`config.mk`:
```
export PLATFORM = sky130hd
export DESIGN_NAME = gpio_controller_with_event_detect
export DESIGN_NICKNAME = d
export VERILOG_FILES = /design/src/rtl/gpio_ed_pkg.sv /design/src/rtl/gpio_ed_core.sv /design/src/rtl/gpio_controller_with_event_detect.sv
export VERILOG_INCLUDE_DIRS = /design/src /design/src/rtl
export SDC_FILE = /design/constraint.sdc
export NUM_CORES = 2
export LEC_CHECK = 0
export ABC_AREA = 0
export ABC_CLOCK_PERIOD_IN_PS = 5330
export BUFFER_PORTS_ARGS = -buffer_cell sky130_fd_sc_hd__buf_2
export CORE_MARGIN = 4
export CORE_UTILIZATION = 50
export DETAILED_ROUTE_END_ITERATION = 12
export PLACE_DENSITY = 0.77
export SKIP_CTS_REPAIR_TIMING = 1
export SLEW_MARGIN = 5
export SYNTH_ARGS = -nofsm -noshare
export SYNTH_HDL_FRONTEND = slang
export SYNTH_SLANG_ARGS = --single-unit
```
`constraint.sdc`:
```
create_clock -name clk_i -period 5.33 [get_ports clk_i]
set_input_delay 0.7995 -clock clk_i [delete_from_list [all_inputs] [get_ports clk_i]]
set_output_delay 0.7995 -clock clk_i [all_outputs]
set_load 0.03 [all_outputs]
```
`src/rtl/gpio_controller_with_event_detect_defines.svh`:
```
// Assertion macros shared by the GPIO controller RTL.
// Depends on nothing; the including module provides clk_i and rst_ni.
`ifndef GPIO_CONTROLLER_WITH_EVENT_DETECT_DEFINES_SVH
`define GPIO_CONTROLLER_WITH_EVENT_DETECT_DEFINES_SVH

// Checks a property on every rising clock edge outside of reset.
`define GPIO_ED_ASSERT(label, prop, msg) \
  label: assert property (@(posedge clk_i) disable iff (!rst_ni) (prop)) else $error(msg);

// Checks a property on every rising clock edge, reset included.
`define GPIO_ED_ASSERT_ALWAYS(label, prop, msg) \
  label: assert property (@(posedge clk_i) (prop)) else $error(msg);

`endif

```
`src/rtl/gpio_ed_pkg.sv`:
```
// Types, constants and mask helpers for the GPIO controller with event detect.
// Used by gpio_ed_core and gpio_controller_with_event_detect; depends on nothing.
`timescale 1ns / 1ps

package gpio_ed_pkg;

  // Pin count limits and defaults.
  localparam int MaxPins         = 64;
  localparam int NumPinsDef      = 58;
  localparam int BankLowLastDef  = 27;
  localparam int BankMidLastDef  = 45;

  // Bus word and register index widths.
  localparam int DataW = 32;
  localparam int IdxW  = 5;

  // Function select packing: 10 pins of 3 bits in each of 6 words.
  localparam int FselWords   = 6;
  localparam int FselPerWord = 10;
  localparam int FselBits    = 3;
  localparam int FselW       = FselPerWord * FselBits;
  localparam logic [FselBits-1:0] FselOutput = 3'd1;

  // Pull control packing: 16 pins of 2 bits in each of 4 words.
  localparam int PullWords   = 4;
  localparam int PullPerWord = 16;
  localparam int PullBits    = 2;

  // Register map.
  localparam logic [IdxW-1:0] RegFselLast = 5'd5;
  localparam logic [IdxW-1:0] RegSetLo    = 5'd6;
  localparam logic [IdxW-1:0] RegSetHi    = 5'd7;
  localparam logic [IdxW-1:0] RegClrHi    = 5'd9;
  localparam logic [IdxW-1:0] RegLevHi    = 5'd11;
  localparam logic [IdxW-1:0] RegEvsHi    = 5'd13;
  localparam logic [IdxW-1:0] RegRiseLo   = 5'd14;
  localparam logic [IdxW-1:0] RegLowHi    = 5'd21;
  localparam logic [IdxW-1:0] RegPullLo   = 5'd22;
  localparam logic [IdxW-1:0] RegPullLast = 5'd25;

  // Detect enable groups, in register order.
  localparam logic [1:0] GrpRise = 2'd0;
  localparam logic [1:0] GrpFall = 2'd1;
  localparam logic [1:0] GrpHigh = 2'd2;
  localparam logic [1:0] GrpLow  = 2'd3;

  typedef enum logic [1:0] {
    ModeRead   = 2'd0,
    ModeWrite  = 2'd1,
    ModeSample = 2'd2
  } mode_e;

  typedef logic [FselWords-1:0][FselW-1:0] fsel_words_t;
  typedef logic [PullWords-1:0][DataW-1:0] pull_words_t;

  // Command handed from the input stage to the register core.
  typedef struct packed {
    logic            fire;
    mode_e           mode;
    logic [IdxW-1:0] idx;
  } cmd_t;

  // Bank interrupt lines.
  typedef struct packed {
    logic low;
    logic mid;
    logic high;
  } irq_t;

  // Writable bits of each function select word for a given pin count.
  function automatic fsel_words_t fsel_masks(int npins);
    fsel_words_t m;
    m = '0;
    for (int w = 0; w < FselWords; w++) begin
      for (int k = 0; k < FselPerWord; k++) begin
        if (w * FselPerWord + k < npins) begin
          m[w][k*FselBits +: FselBits] = '1;
        end
      end
    end
    return m;
  endfunction

  // Writable bits of each pull control word for a given pin count.
  function automatic pull_words_t pull_masks(int npins);
    pull_words_t m;
    m = '0;
    for (int w = 0; w < PullWords; w++) begin
      for (int k = 0; k < PullPerWord; k++) begin
        if (w * PullPerWord + k < npins) begin
          m[w][k*PullBits +: PullBits] = '1;
        end
      end
    end
    return m;
  endfunction

  // Ones at pins first..last.
  function automatic logic [MaxPins-1:0] range_mask(int first, int last);
    logic [MaxPins-1:0] m;
    m = '0;
    for (int p = 0; p < MaxPins; p++) begin
      m[p] = (p >= first) && (p <= last);
    end
    return m;
  endfunction

endpackage

```
`src/rtl/gpio_ed_core.sv`:
```
// Register file and per-pin event logic of the GPIO controller.
// Depends on gpio_ed_pkg and gpio_controller_with_event_detect_defines.svh.
`timescale 1ns / 1ps

`include "gpio_controller_with_event_detect_defines.svh"

module gpio_ed_core #(
  parameter int NUM_PINS      = gpio_ed_pkg::NumPinsDef,
  parameter int BANK_LOW_LAST = gpio_ed_pkg::BankLowLastDef,
  parameter int BANK_MID_LAST = gpio_ed_pkg::BankMidLastDef
) (
  input  logic                           clk_i,
  input  logic                           rst_ni,
  input  gpio_ed_pkg::cmd_t              cmd_i,
  input  logic [gpio_ed_pkg::DataW-1:0]  write_data_i,
  input  logic [NUM_PINS-1:0]            pin_levels_i,
  output logic [gpio_ed_pkg::DataW-1:0]  read_data_o,
  output logic [NUM_PINS-1:0]            pin_drive_o,
  output logic [NUM_PINS-1:0]            pin_output_enable_o,
  output gpio_ed_pkg::irq_t              irq_o
);

  localparam int HiW = NUM_PINS - gpio_ed_pkg::DataW;
  localparam int FselPins = gpio_ed_pkg::FselWords * gpio_ed_pkg::FselPerWord;

  localparam gpio_ed_pkg::fsel_words_t FselMask = gpio_ed_pkg::fsel_masks(NUM_PINS);
  localparam gpio_ed_pkg::pull_words_t PullMask = gpio_ed_pkg::pull_masks(NUM_PINS);

  localparam logic [gpio_ed_pkg::MaxPins-1:0] LoHalf64 =
    gpio_ed_pkg::range_mask(0, gpio_ed_pkg::DataW - 1);
  localparam logic [gpio_ed_pkg::MaxPins-1:0] BankLo64 =
    gpio_ed_pkg::range_mask(0, BANK_LOW_LAST);
  localparam logic [gpio_ed_pkg::MaxPins-1:0] BankMid64 =
    gpio_ed_pkg::range_mask(BANK_LOW_LAST + 1, BANK_MID_LAST);
  localparam logic [gpio_ed_pkg::MaxPins-1:0] BankHi64 =
    gpio_ed_pkg::range_mask(BANK_MID_LAST + 1, NUM_PINS - 1);

  localparam logic [NUM_PINS-1:0] LoHalf  = LoHalf64[NUM_PINS-1:0];
  localparam logic [NUM_PINS-1:0] BankLo  = BankLo64[NUM_PINS-1:0];
  localparam logic [NUM_PINS-1:0] BankMid = BankMid64[NUM_PINS-1:0];
  localparam logic [NUM_PINS-1:0] BankHi  = BankHi64[NUM_PINS-1:0];

  // Architectural state.
  gpio_ed_pkg::fsel_words_t fsel_q, fsel_d;
  gpio_ed_pkg::pull_words_t pull_q, pull_d;
  logic [NUM_PINS-1:0] latch_q, latch_d;
  logic [NUM_PINS-1:0] rise_q, rise_d;
  logic [NUM_PINS-1:0] fall_q, fall_d;
  logic [NUM_PINS-1:0] high_q, high_d;
  logic [NUM_PINS-1:0] low_q, low_d;
  logic [NUM_PINS-1:0] evs_q, evs_d;
  logic [NUM_PINS-1:0] lev_q, lev_d;

  // Decode helpers.
  logic [gpio_ed_pkg::IdxW-1:0] en_off;
  logic [gpio_ed_pkg::IdxW-1:0] pull_off;
  logic [1:0]                   en_grp;
  logic                         hi_half;
  logic [NUM_PINS-1:0]          wbits;
  logic [NUM_PINS-1:0]          half_mask;
  logic [NUM_PINS-1:0]          rd_src;
  logic [gpio_ed_pkg::DataW-1:0] rd_hi;
  logic [gpio_ed_pkg::DataW-1:0] rd_half;
  logic [NUM_PINS-1:0]          ev;

  assign en_off   = cmd_i.idx - gpio_ed_pkg::RegRiseLo;
  assign pull_off = cmd_i.idx - gpio_ed_pkg::RegPullLo;
  assign en_grp   = en_off[2:1];
  assign hi_half  = cmd_i.idx[0];
  assign half_mask = hi_half ? ~LoHalf : LoHalf;

  // Spread the written word onto the pins of the addressed half.
  always_comb begin
    wbits = '0;
    if (hi_half) begin
      wbits[NUM_PINS-1:gpio_ed_pkg::DataW] = write_data_i[HiW-1:0];
    end else begin
      wbits[gpio_ed_pkg::DataW-1:0] = write_data_i;
    end
  end

  // Pin-wide register that a half-word read targets.
  always_comb begin
    rd_src = lev_q;
    if (cmd_i.idx <= gpio_ed_pkg::RegLevHi) begin
      rd_src = lev_q;
    end else if (cmd_i.idx <= gpio_ed_pkg::RegEvsHi) begin
      rd_src = evs_q;
    end else begin
      unique case (en_grp)
        gpio_ed_pkg::GrpRise: rd_src = rise_q;
        gpio_ed_pkg::GrpFall: rd_src = fall_q;
        gpio_ed_pkg::GrpHigh: rd_src = high_q;
        gpio_ed_pkg::GrpLow:  rd_src = low_q;
        default:              rd_src = low_q;
      endcase
    end
  end

  // Select the low or high word of that register; upper pins read zero.
  always_comb begin
    rd_hi = '0;
    rd_hi[HiW-1:0] = rd_src[NUM_PINS-1:gpio_ed_pkg::DataW];
    rd_half = hi_half ? rd_hi : rd_src[gpio_ed_pkg::DataW-1:0];
  end

  // Edge and level events from the new sample against the previous one.
  assign ev = (pin_levels_i & ~lev_q & rise_q) | (~pin_levels_i & lev_q & fall_q) |
              (pin_levels_i & high_q) | (~pin_levels_i & low_q);

  // Next state and read data for the command being executed.
  always_comb begin
    fsel_d  = fsel_q;
    pull_d  = pull_q;
    latch_d = latch_q;
    rise_d  = rise_q;
    fall_d  = fall_q;
    high_d  = high_q;
    low_d   = low_q;
    evs_d   = evs_q;
    lev_d   = lev_q;
    read_data_o = '0;
    if (cmd_i.fire) begin
      unique case (cmd_i.mode)
        gpio_ed_pkg::ModeRead: begin
          priority if (cmd_i.idx <= gpio_ed_pkg::RegFselLast) begin
            read_data_o = {{(gpio_ed_pkg::DataW - gpio_ed_pkg::FselW){1'b0}},
                           fsel_q[cmd_i.idx[2:0]]};
          end else if (cmd_i.idx <= gpio_ed_pkg::RegClrHi) begin
            read_data_o = '0;
          end else if (cmd_i.idx <= gpio_ed_pkg::RegLowHi) begin
            read_data_o = rd_half;
          end else if (cmd_i.idx <= gpio_ed_pkg::RegPullLast) begin
            read_data_o = pull_q[pull_off[1:0]];
          end else begin
            read_data_o = '0;
          end
        end
        gpio_ed_pkg::ModeWrite: begin
          priority if (cmd_i.idx <= gpio_ed_pkg::RegFselLast) begin
            fsel_d[cmd_i.idx[2:0]] =
              write_data_i[gpio_ed_pkg::FselW-1:0] & FselMask[cmd_i.idx[2:0]];
          end else if (cmd_i.idx <= gpio_ed_pkg::RegSetHi) begin
            latch_d = latch_q | wbits;
          end else if (cmd_i.idx <= gpio_ed_pkg::RegClrHi) begin
            latch_d = latch_q & ~wbits;
          end else if (cmd_i.idx <= gpio_ed_pkg::RegLevHi) begin
            lev_d = lev_q;
          end else if (cmd_i.idx <= gpio_ed_pkg::RegEvsHi) begin
            evs_d = evs_q & ~wbits;
          end else if (cmd_i.idx <= gpio_ed_pkg::RegLowHi) begin
            unique case (en_grp)
              gpio_ed_pkg::GrpRise: rise_d = (rise_q & ~half_mask) | wbits;
              gpio_ed_pkg::GrpFall: fall_d = (fall_q & ~half_mask) | wbits;
              gpio_ed_pkg::GrpHigh: high_d = (high_q & ~half_mask) | wbits;
              gpio_ed_pkg::GrpLow:  low_d  = (low_q & ~half_mask) | wbits;
              default:              low_d  = low_q;
            endcase
          end else if (cmd_i.idx <= gpio_ed_pkg::RegPullLast) begin
            pull_d[pull_off[1:0]] = write_data_i & PullMask[pull_off[1:0]];
          end else begin
            lev_d = lev_q;
          end
        end
        gpio_ed_pkg::ModeSample: begin
          evs_d = evs_q | ev;
          lev_d = pin_levels_i;
        end
        default: begin
          lev_d = lev_q;
        end
      endcase
    end
  end

  // State registers.
  always_ff @(posedge clk_i or negedge rst_ni) begin
    if (!rst_ni) begin
      fsel_q  <= '0;
      pull_q  <= '0;
      latch_q <= '0;
      rise_q  <= '0;
      fall_q  <= '0;
      high_q  <= '0;
      low_q   <= '0;
      evs_q   <= '0;
      lev_q   <= '0;
    end else begin
      fsel_q  <= fsel_d;
      pull_q  <= pull_d;
      latch_q <= latch_d;
      rise_q  <= rise_d;
      fall_q  <= fall_d;
      high_q  <= high_d;
      low_q   <= low_d;
      evs_q   <= evs_d;
      lev_q   <= lev_d;
    end
  end

  // Output enables follow the updated function select; pins past the
  // function select words never drive.
  for (genvar w = 0; w < gpio_ed_pkg::FselWords; w++) begin : g_oe_word
    for (genvar k = 0; k < gpio_ed_pkg::FselPerWord; k++) begin : g_oe_pin
      if (w * gpio_ed_pkg::FselPerWord + k < NUM_PINS) begin : g_used
        assign pin_output_enable_o[w * gpio_ed_pkg::FselPerWord + k] =
          (fsel_d[w][k*gpio_ed_pkg::FselBits +: gpio_ed_pkg::FselBits] ==
           gpio_ed_pkg::FselOutput);
      end
    end
  end
  for (genvar p = FselPins; p < NUM_PINS; p++) begin : g_oe_none
    assign pin_output_enable_o[p] = 1'b0;
  end

  // Result view of the updated state.
  assign pin_drive_o = latch_d;
  assign irq_o.low   = |(evs_d & BankLo);
  assign irq_o.mid   = |(evs_d & BankMid);
  assign irq_o.high  = |(evs_d & BankHi);

  // Levels move only on a sample.
  `GPIO_ED_ASSERT(a_lev_only_on_sample,
    !(cmd_i.fire && cmd_i.mode == gpio_ed_pkg::ModeSample) |=> $stable(lev_q),
    "pin level changed without a sample")
  // Event bits are only ever set by a sample.
  `GPIO_ED_ASSERT(a_evs_set_by_sample,
    !(cmd_i.fire && cmd_i.mode == gpio_ed_pkg::ModeSample) |=>
      ((evs_q & ~$past(evs_q)) == '0),
    "event bit set outside a sample")
  // The set and clear registers read back as zero.
  `GPIO_ED_ASSERT(a_setclr_read_zero,
    (cmd_i.fire && cmd_i.mode == gpio_ed_pkg::ModeRead &&
     cmd_i.idx >= gpio_ed_pkg::RegSetLo && cmd_i.idx <= gpio_ed_pkg::RegClrHi) |->
      (read_data_o == '0),
    "set or clear register read nonzero")

endmodule

```
`src/rtl/gpio_controller_with_event_detect.sv`:
```
// Top level of the GPIO controller with event detect: input register,
// result register and handshakes. Depends on gpio_ed_pkg, gpio_ed_core and
// gpio_controller_with_event_detect_defines.svh.
//
// Usage: each input word is a register read, a register write or a sample of
// all pin levels (mode_i). Every accepted word yields exactly one result word
// holding read data (zero unless a read), the output latch, the per-pin output
// enables and the three bank interrupt lines, all taken after the update.
// Both channels use valid/ready. An accepted word waits in the input register
// until the result register is free or being emptied, then executes and its
// result is loaded into the result register, from which it is offered. One
// word is accepted and one result delivered every cycle while the receiver
// keeps ready high; the single input register and the single result register
// set that rate.
// When the receiver stalls, the result register holds its word, the pending
// input word waits in the input register and in_ready_o drops once both are
// full. Reset clears all registers to zero: every pin is an input, nothing is
// driven, no event is pending and both channels are empty.
`timescale 1ns / 1ps

`include "gpio_controller_with_event_detect_defines.svh"

module gpio_controller_with_event_detect #(
  parameter int NUM_PINS      = gpio_ed_pkg::NumPinsDef,
  parameter int BANK_LOW_LAST = gpio_ed_pkg::BankLowLastDef,
  parameter int BANK_MID_LAST = gpio_ed_pkg::BankMidLastDef
) (
  input  logic                          clk_i,
  input  logic                          rst_ni,
  input  logic                          in_valid_i,
  output logic                          in_ready_o,
  input  logic [1:0]                    mode_i,
  input  logic [gpio_ed_pkg::IdxW-1:0]  reg_index_i,
  input  logic [gpio_ed_pkg::DataW-1:0] write_data_i,
  input  logic [NUM_PINS-1:0]           pin_levels_i,
  output logic                          out_valid_o,
  input  logic                          out_ready_i,
  output logic [gpio_ed_pkg::DataW-1:0] read_data_o,
  output logic [NUM_PINS-1:0]           pin_drive_o,
  output logic [NUM_PINS-1:0]           pin_output_enable_o,
  output logic                          irq_bank_low_o,
  output logic                          irq_bank_mid_o,
  output logic                          irq_bank_high_o
);

  // Input register.
  logic                          in_valid_q;
  logic [1:0]                    mode_q;
  logic [gpio_ed_pkg::IdxW-1:0]  idx_q;
  logic [gpio_ed_pkg::DataW-1:0] data_q;
  logic [NUM_PINS-1:0]           levels_q;

  // Result register.
  logic                          out_valid_q;
  logic [gpio_ed_pkg::DataW-1:0] rd_q;
  logic [NUM_PINS-1:0]           drive_q;
  logic [NUM_PINS-1:0]           oe_q;
  gpio_ed_pkg::irq_t             irq_q;

  // Core results for the word being executed.
  logic [gpio_ed_pkg::DataW-1:0] rd_d;
  logic [NUM_PINS-1:0]           drive_d;
  logic [NUM_PINS-1:0]           oe_d;
  gpio_ed_pkg::irq_t             irq_d;

  gpio_ed_pkg::cmd_t cmd;
  logic              fire;
  logic              in_take;

  // The held word executes when the result register is free or being emptied.
  assign fire       = in_valid_q && (!out_valid_q || out_ready_i);
  assign in_ready_o = !in_valid_q || fire;
  assign in_take    = in_valid_i && in_ready_o;

  assign cmd.fire = fire;
  assign cmd.mode = gpio_ed_pkg::mode_e'(mode_q);
  assign cmd.idx  = idx_q;

  // Input register control.
  always_ff @(posedge clk_i or negedge rst_ni) begin
    if (!rst_ni) begin
      in_valid_q <= 1'b0;
    end else begin
      in_valid_q <= in_take || (in_valid_q && !fire);
    end
  end

  // Input register payload.
  always_ff @(posedge clk_i or negedge rst_ni) begin
    if (!rst_ni) begin
      mode_q   <= '0;
      idx_q    <= '0;
      data_q   <= '0;
      levels_q <= '0;
    end else if (in_take) begin
      mode_q   <= mode_i;
      idx_q    <= reg_index_i;
      data_q   <= write_data_i;
      levels_q <= pin_levels_i;
    end
  end

  gpio_ed_core #(
    .NUM_PINS      (NUM_PINS),
    .BANK_LOW_LAST (BANK_LOW_LAST),
    .BANK_MID_LAST (BANK_MID_LAST)
  ) u_core (
    .clk_i               (clk_i),
    .rst_ni              (rst_ni),
    .cmd_i               (cmd),
    .write_data_i        (data_q),
    .pin_levels_i        (levels_q),
    .read_data_o         (rd_d),
    .pin_drive_o         (drive_d),
    .pin_output_enable_o (oe_d),
    .irq_o               (irq_d)
  );

  // Result register control.
  always_ff @(posedge clk_i or negedge rst_ni) begin
    if (!rst_ni) begin
      out_valid_q <= 1'b0;
    end else begin
      out_valid_q <= fire || (out_valid_q && !out_ready_i);
    end
  end

  // Result register payload.
  always_ff @(posedge clk_i or negedge rst_ni) begin
    if (!rst_ni) begin
      rd_q    <= '0;
      drive_q <= '0;
      oe_q    <= '0;
      irq_q   <= '0;
    end else if (fire) begin
      rd_q    <= rd_d;
      drive_q <= drive_d;
      oe_q    <= oe_d;
      irq_q   <= irq_d;
    end
  end

  assign out_valid_o         = out_valid_q;
  assign read_data_o         = rd_q;
  assign pin_drive_o         = drive_q;
  assign pin_output_enable_o = oe_q;
  assign irq_bank_low_o      = irq_q.low;
  assign irq_bank_mid_o      = irq_q.mid;
  assign irq_bank_high_o     = irq_q.high;

  // An executed word always lands in the result register.
  `GPIO_ED_ASSERT(a_fire_gives_result, fire |=> out_valid_q,
    "executed word produced no result")
  // A word never executes over a stalled result.
  `GPIO_ED_ASSERT(a_no_overwrite, (out_valid_q && !out_ready_i) |-> !fire,
    "result overwritten while stalled")
  // A waiting word stays in the input register until it executes.
  `GPIO_ED_ASSERT(a_input_held, (in_valid_q && !fire) |=> (in_valid_q && $stable(idx_q)),
    "pending input word lost")
  // Reset leaves both registers empty.
  `GPIO_ED_ASSERT_ALWAYS(a_reset_empty, !rst_ni |-> (!in_valid_q && !out_valid_q),
    "registers not empty in reset")

endmodule

```
==> reports/metrics.yaml <==
status:
  status: "complete, no violations"
timing:
  slew_viol_final: 0
  rsz0062_at_grt: "no"
  tightest_slew_ns: 1.19
  fin_crit_sh: 0.712
  finalSetupViolCount: 0
  period_needed_ns: 3.80
  fmax_mhz: 263
  hold_viol: 0
  relSlewSlack: 0.205
  clock_skew_ns: 0.0350
  setup_tns_ns: 0
finish:
  num_antenna_cells: 0
  area_growth_pct: 13.2
  fillers: 6986
  final-instance-count-excl-fill: 5027
  final_layout_size_suffix_gt1_frac: 0.326
  final_cell_mix: "dfrtp_1, mux2_2, nand2_1, o21ai_0, buf_2"
  seq_area_mm2: 0.0241
  final_common_cell: "dfrtp_1"
  multi_input_area_mm2: 0.0186
  nets: 3895
worst_setup_path:
  cp_cell_sequence: "nand2b_2 > or3b_2 > o211ai_1 > nand3_1 > nor4_1 > nand4_1 > o32a_1"
  cp.arrival_ns: 4.34
  endpoint_kind: "register"
  critPathBufInv: 0
  reg2reg_depth: 7
  slowest_stage: "or3b_2"
  rr_endpoint: "irq_bank_low_o"
  worst_path_dominant_cell_family: "simple AND/OR/NAND/NOR gates"
  path_class: "reg -> reg"
  startpoint_type: "register"
  r2r_slack_ns: 1.53
  cp.required_ns: 5.87
  r2r-start: "idx_q[1]"
  cp_max_fo: 33
  slowest_delay_ns: 0.78
power_and_ir_drop:
  power_density_mw_per_mm2: 448
  seqPwrFrac: 0.462
  ir_worst_vdd_mv: 0.264
  p_sw_mw: 7.35
  clock_power_share: 0.315
  p_int_mw: 15.1
  swShare: 0.328
  leakagePower_nw: 22.8
  power_mw: 22.4
  combPwrFrac: 0.223
routing:
  ant_nets: 0
  drt_iter0_markers: 3579
  wl_per_cell_um: 26.2
  drt-pass1-iter-count: 6
  vias_per_cell: 6.31
  drt-total-wl_um: 132000
  drcViolationCount: 0
  vias: 31700
clock_network:
  clock_sink_count: 964
  root_buffer: "clkbuf_16"
  cts_buffer_depth: 3
  cts_tree: "yes"
  cts.clk_slew.worst_paths_ns: 0.06
  clock_latency_ns: 0.68
  cts_buffers: 101
  h-tree-depth: 3
logic_synthesis:
  synth_cell_types: 49
  syn_nets: 3752
  yosys_warnings: 0
  ys.flop_type: "dfrtp_1"
  synth_edf_count: 0
  synthArstFlopShare: 1.00
  synth_seq_cells: 964
  yosys.area.top_type_share: 0.546
  ys_seq_area_frac: 0.546
  synthCells: 3648
  syn_area_mm2: 0.0442
  avgSynthCellArea_um2: 12.1
  yosysTopAreaCell: "dfrtp_1"
  ys_top_cells_by_area: "dfrtp_1, mux2_2, mux4_2"
die:
  row_count: 108
  initial_core_util: 0.507
  die_x_um: 305
  die_h_um: 305
  coreArea_mm2: 0.0872
  ios: 254
  die_area_mm2: 0.0932
place:
  globalplace.congestion: 0.869
  dp.cells: 4843
  port_buffers: 253
  hpwl_um: 86000
grt:
  grt_max_degree: 174
  grt_pass1_wl_um: 202000
  grt-ovfl-total: 0
  track_usage: 0.280
  grt_pass1_vias: 32700
  antenna_found_initial: 2
hold_path:
  hold_class: "in -> async"
flow_run:
  max_cap_viol_count: 0
[final cells by class]
cell class / instances / share of cell area
inverter: 92 / 0.00691
sequential: 964 / 0.483
clock inverter: 34 / 0.00701
timing repair buffer: 343 / 0.0420
tap: 1155 / 0.0289
clock buffer: 150 / 0.0597
multi-input combinational: 2289 / 0.373
[power groups by stage]
stage | sequential [mW] | combinational [mW] | clock (mW)
CTS | 10.3 | 4.96 | 7.14
floorplan | 10.1 | 3.25 | 0
finish | 10.3 | 5.00 | 7.07
detailed placement | 10.4 | 4.91 | 0
global placement | 10.3 | 4.78 | 0
global route | 10.5 | 5.41 | 7.48
[worst max-delay path by stage]
stage                 from                 endpoint  slack (ns)  depth (start not counted)
5_1_grt           idx_q[1]           irq_bank_low_o        1.46                          8
4_1_cts           idx_q[1]           irq_bank_low_o        1.59                          7
2_1_floorplan  out_ready_i  pin_output_enable_o[29]        2.53                          8
6_report          idx_q[1]           irq_bank_low_o        1.53                          7
3_5_place_dp      idx_q[1]           irq_bank_low_o        1.69                          7
3_3_place_gp      idx_q[1]           irq_bank_low_o        1.77                          8
[cells by family (layout without fill, tap and decap cells)]
logic type | Yosys count | in the layout | share of synthesized area
mux | 806 | 806 | 0.233
flops | 964 | 964 | 0.546
buf+inv | 395 | 619 | 0.0353
fa+ha+maj | 3 | 3 | 0.000850
simple gates | 644 | 644 | 0.0645
compound gates | 836 | 836 | 0.120
[Yosys cell counts (all sizes together) (71+ instances only)]
library cell / n
inv: 92
o211ai: 140
clkbuf: 225
mux4: 120
o21ai: 271
mux2: 597
a31oi: 85
buf: 78
dfrtp: 964
nand2b: 71
nand2: 397
mux2i: 89
a21oi: 101
[per-layer routing]
layer	GRT usage	part of all wire
met5	0	0.000099
met3	0.0930	0.11
met4	0.0952	0.036
met2	0.415	0.44
met1	0.390	0.41
[metrics by stage]
stage               hold WS, ns   util  setup WS [ns]  cell area [µm²]
floorplan                 0.453      -           2.53            44200
global placement          0.456  0.535           1.77            46700
detailed placement        0.464  0.535           1.69            46700
CTS                       0.150  0.574           1.59            50000
global route              0.164  0.574           1.46            50000
finish                    0.127  0.574           1.53            50000
Note: power is estimated with default switching activity, not from simulation.
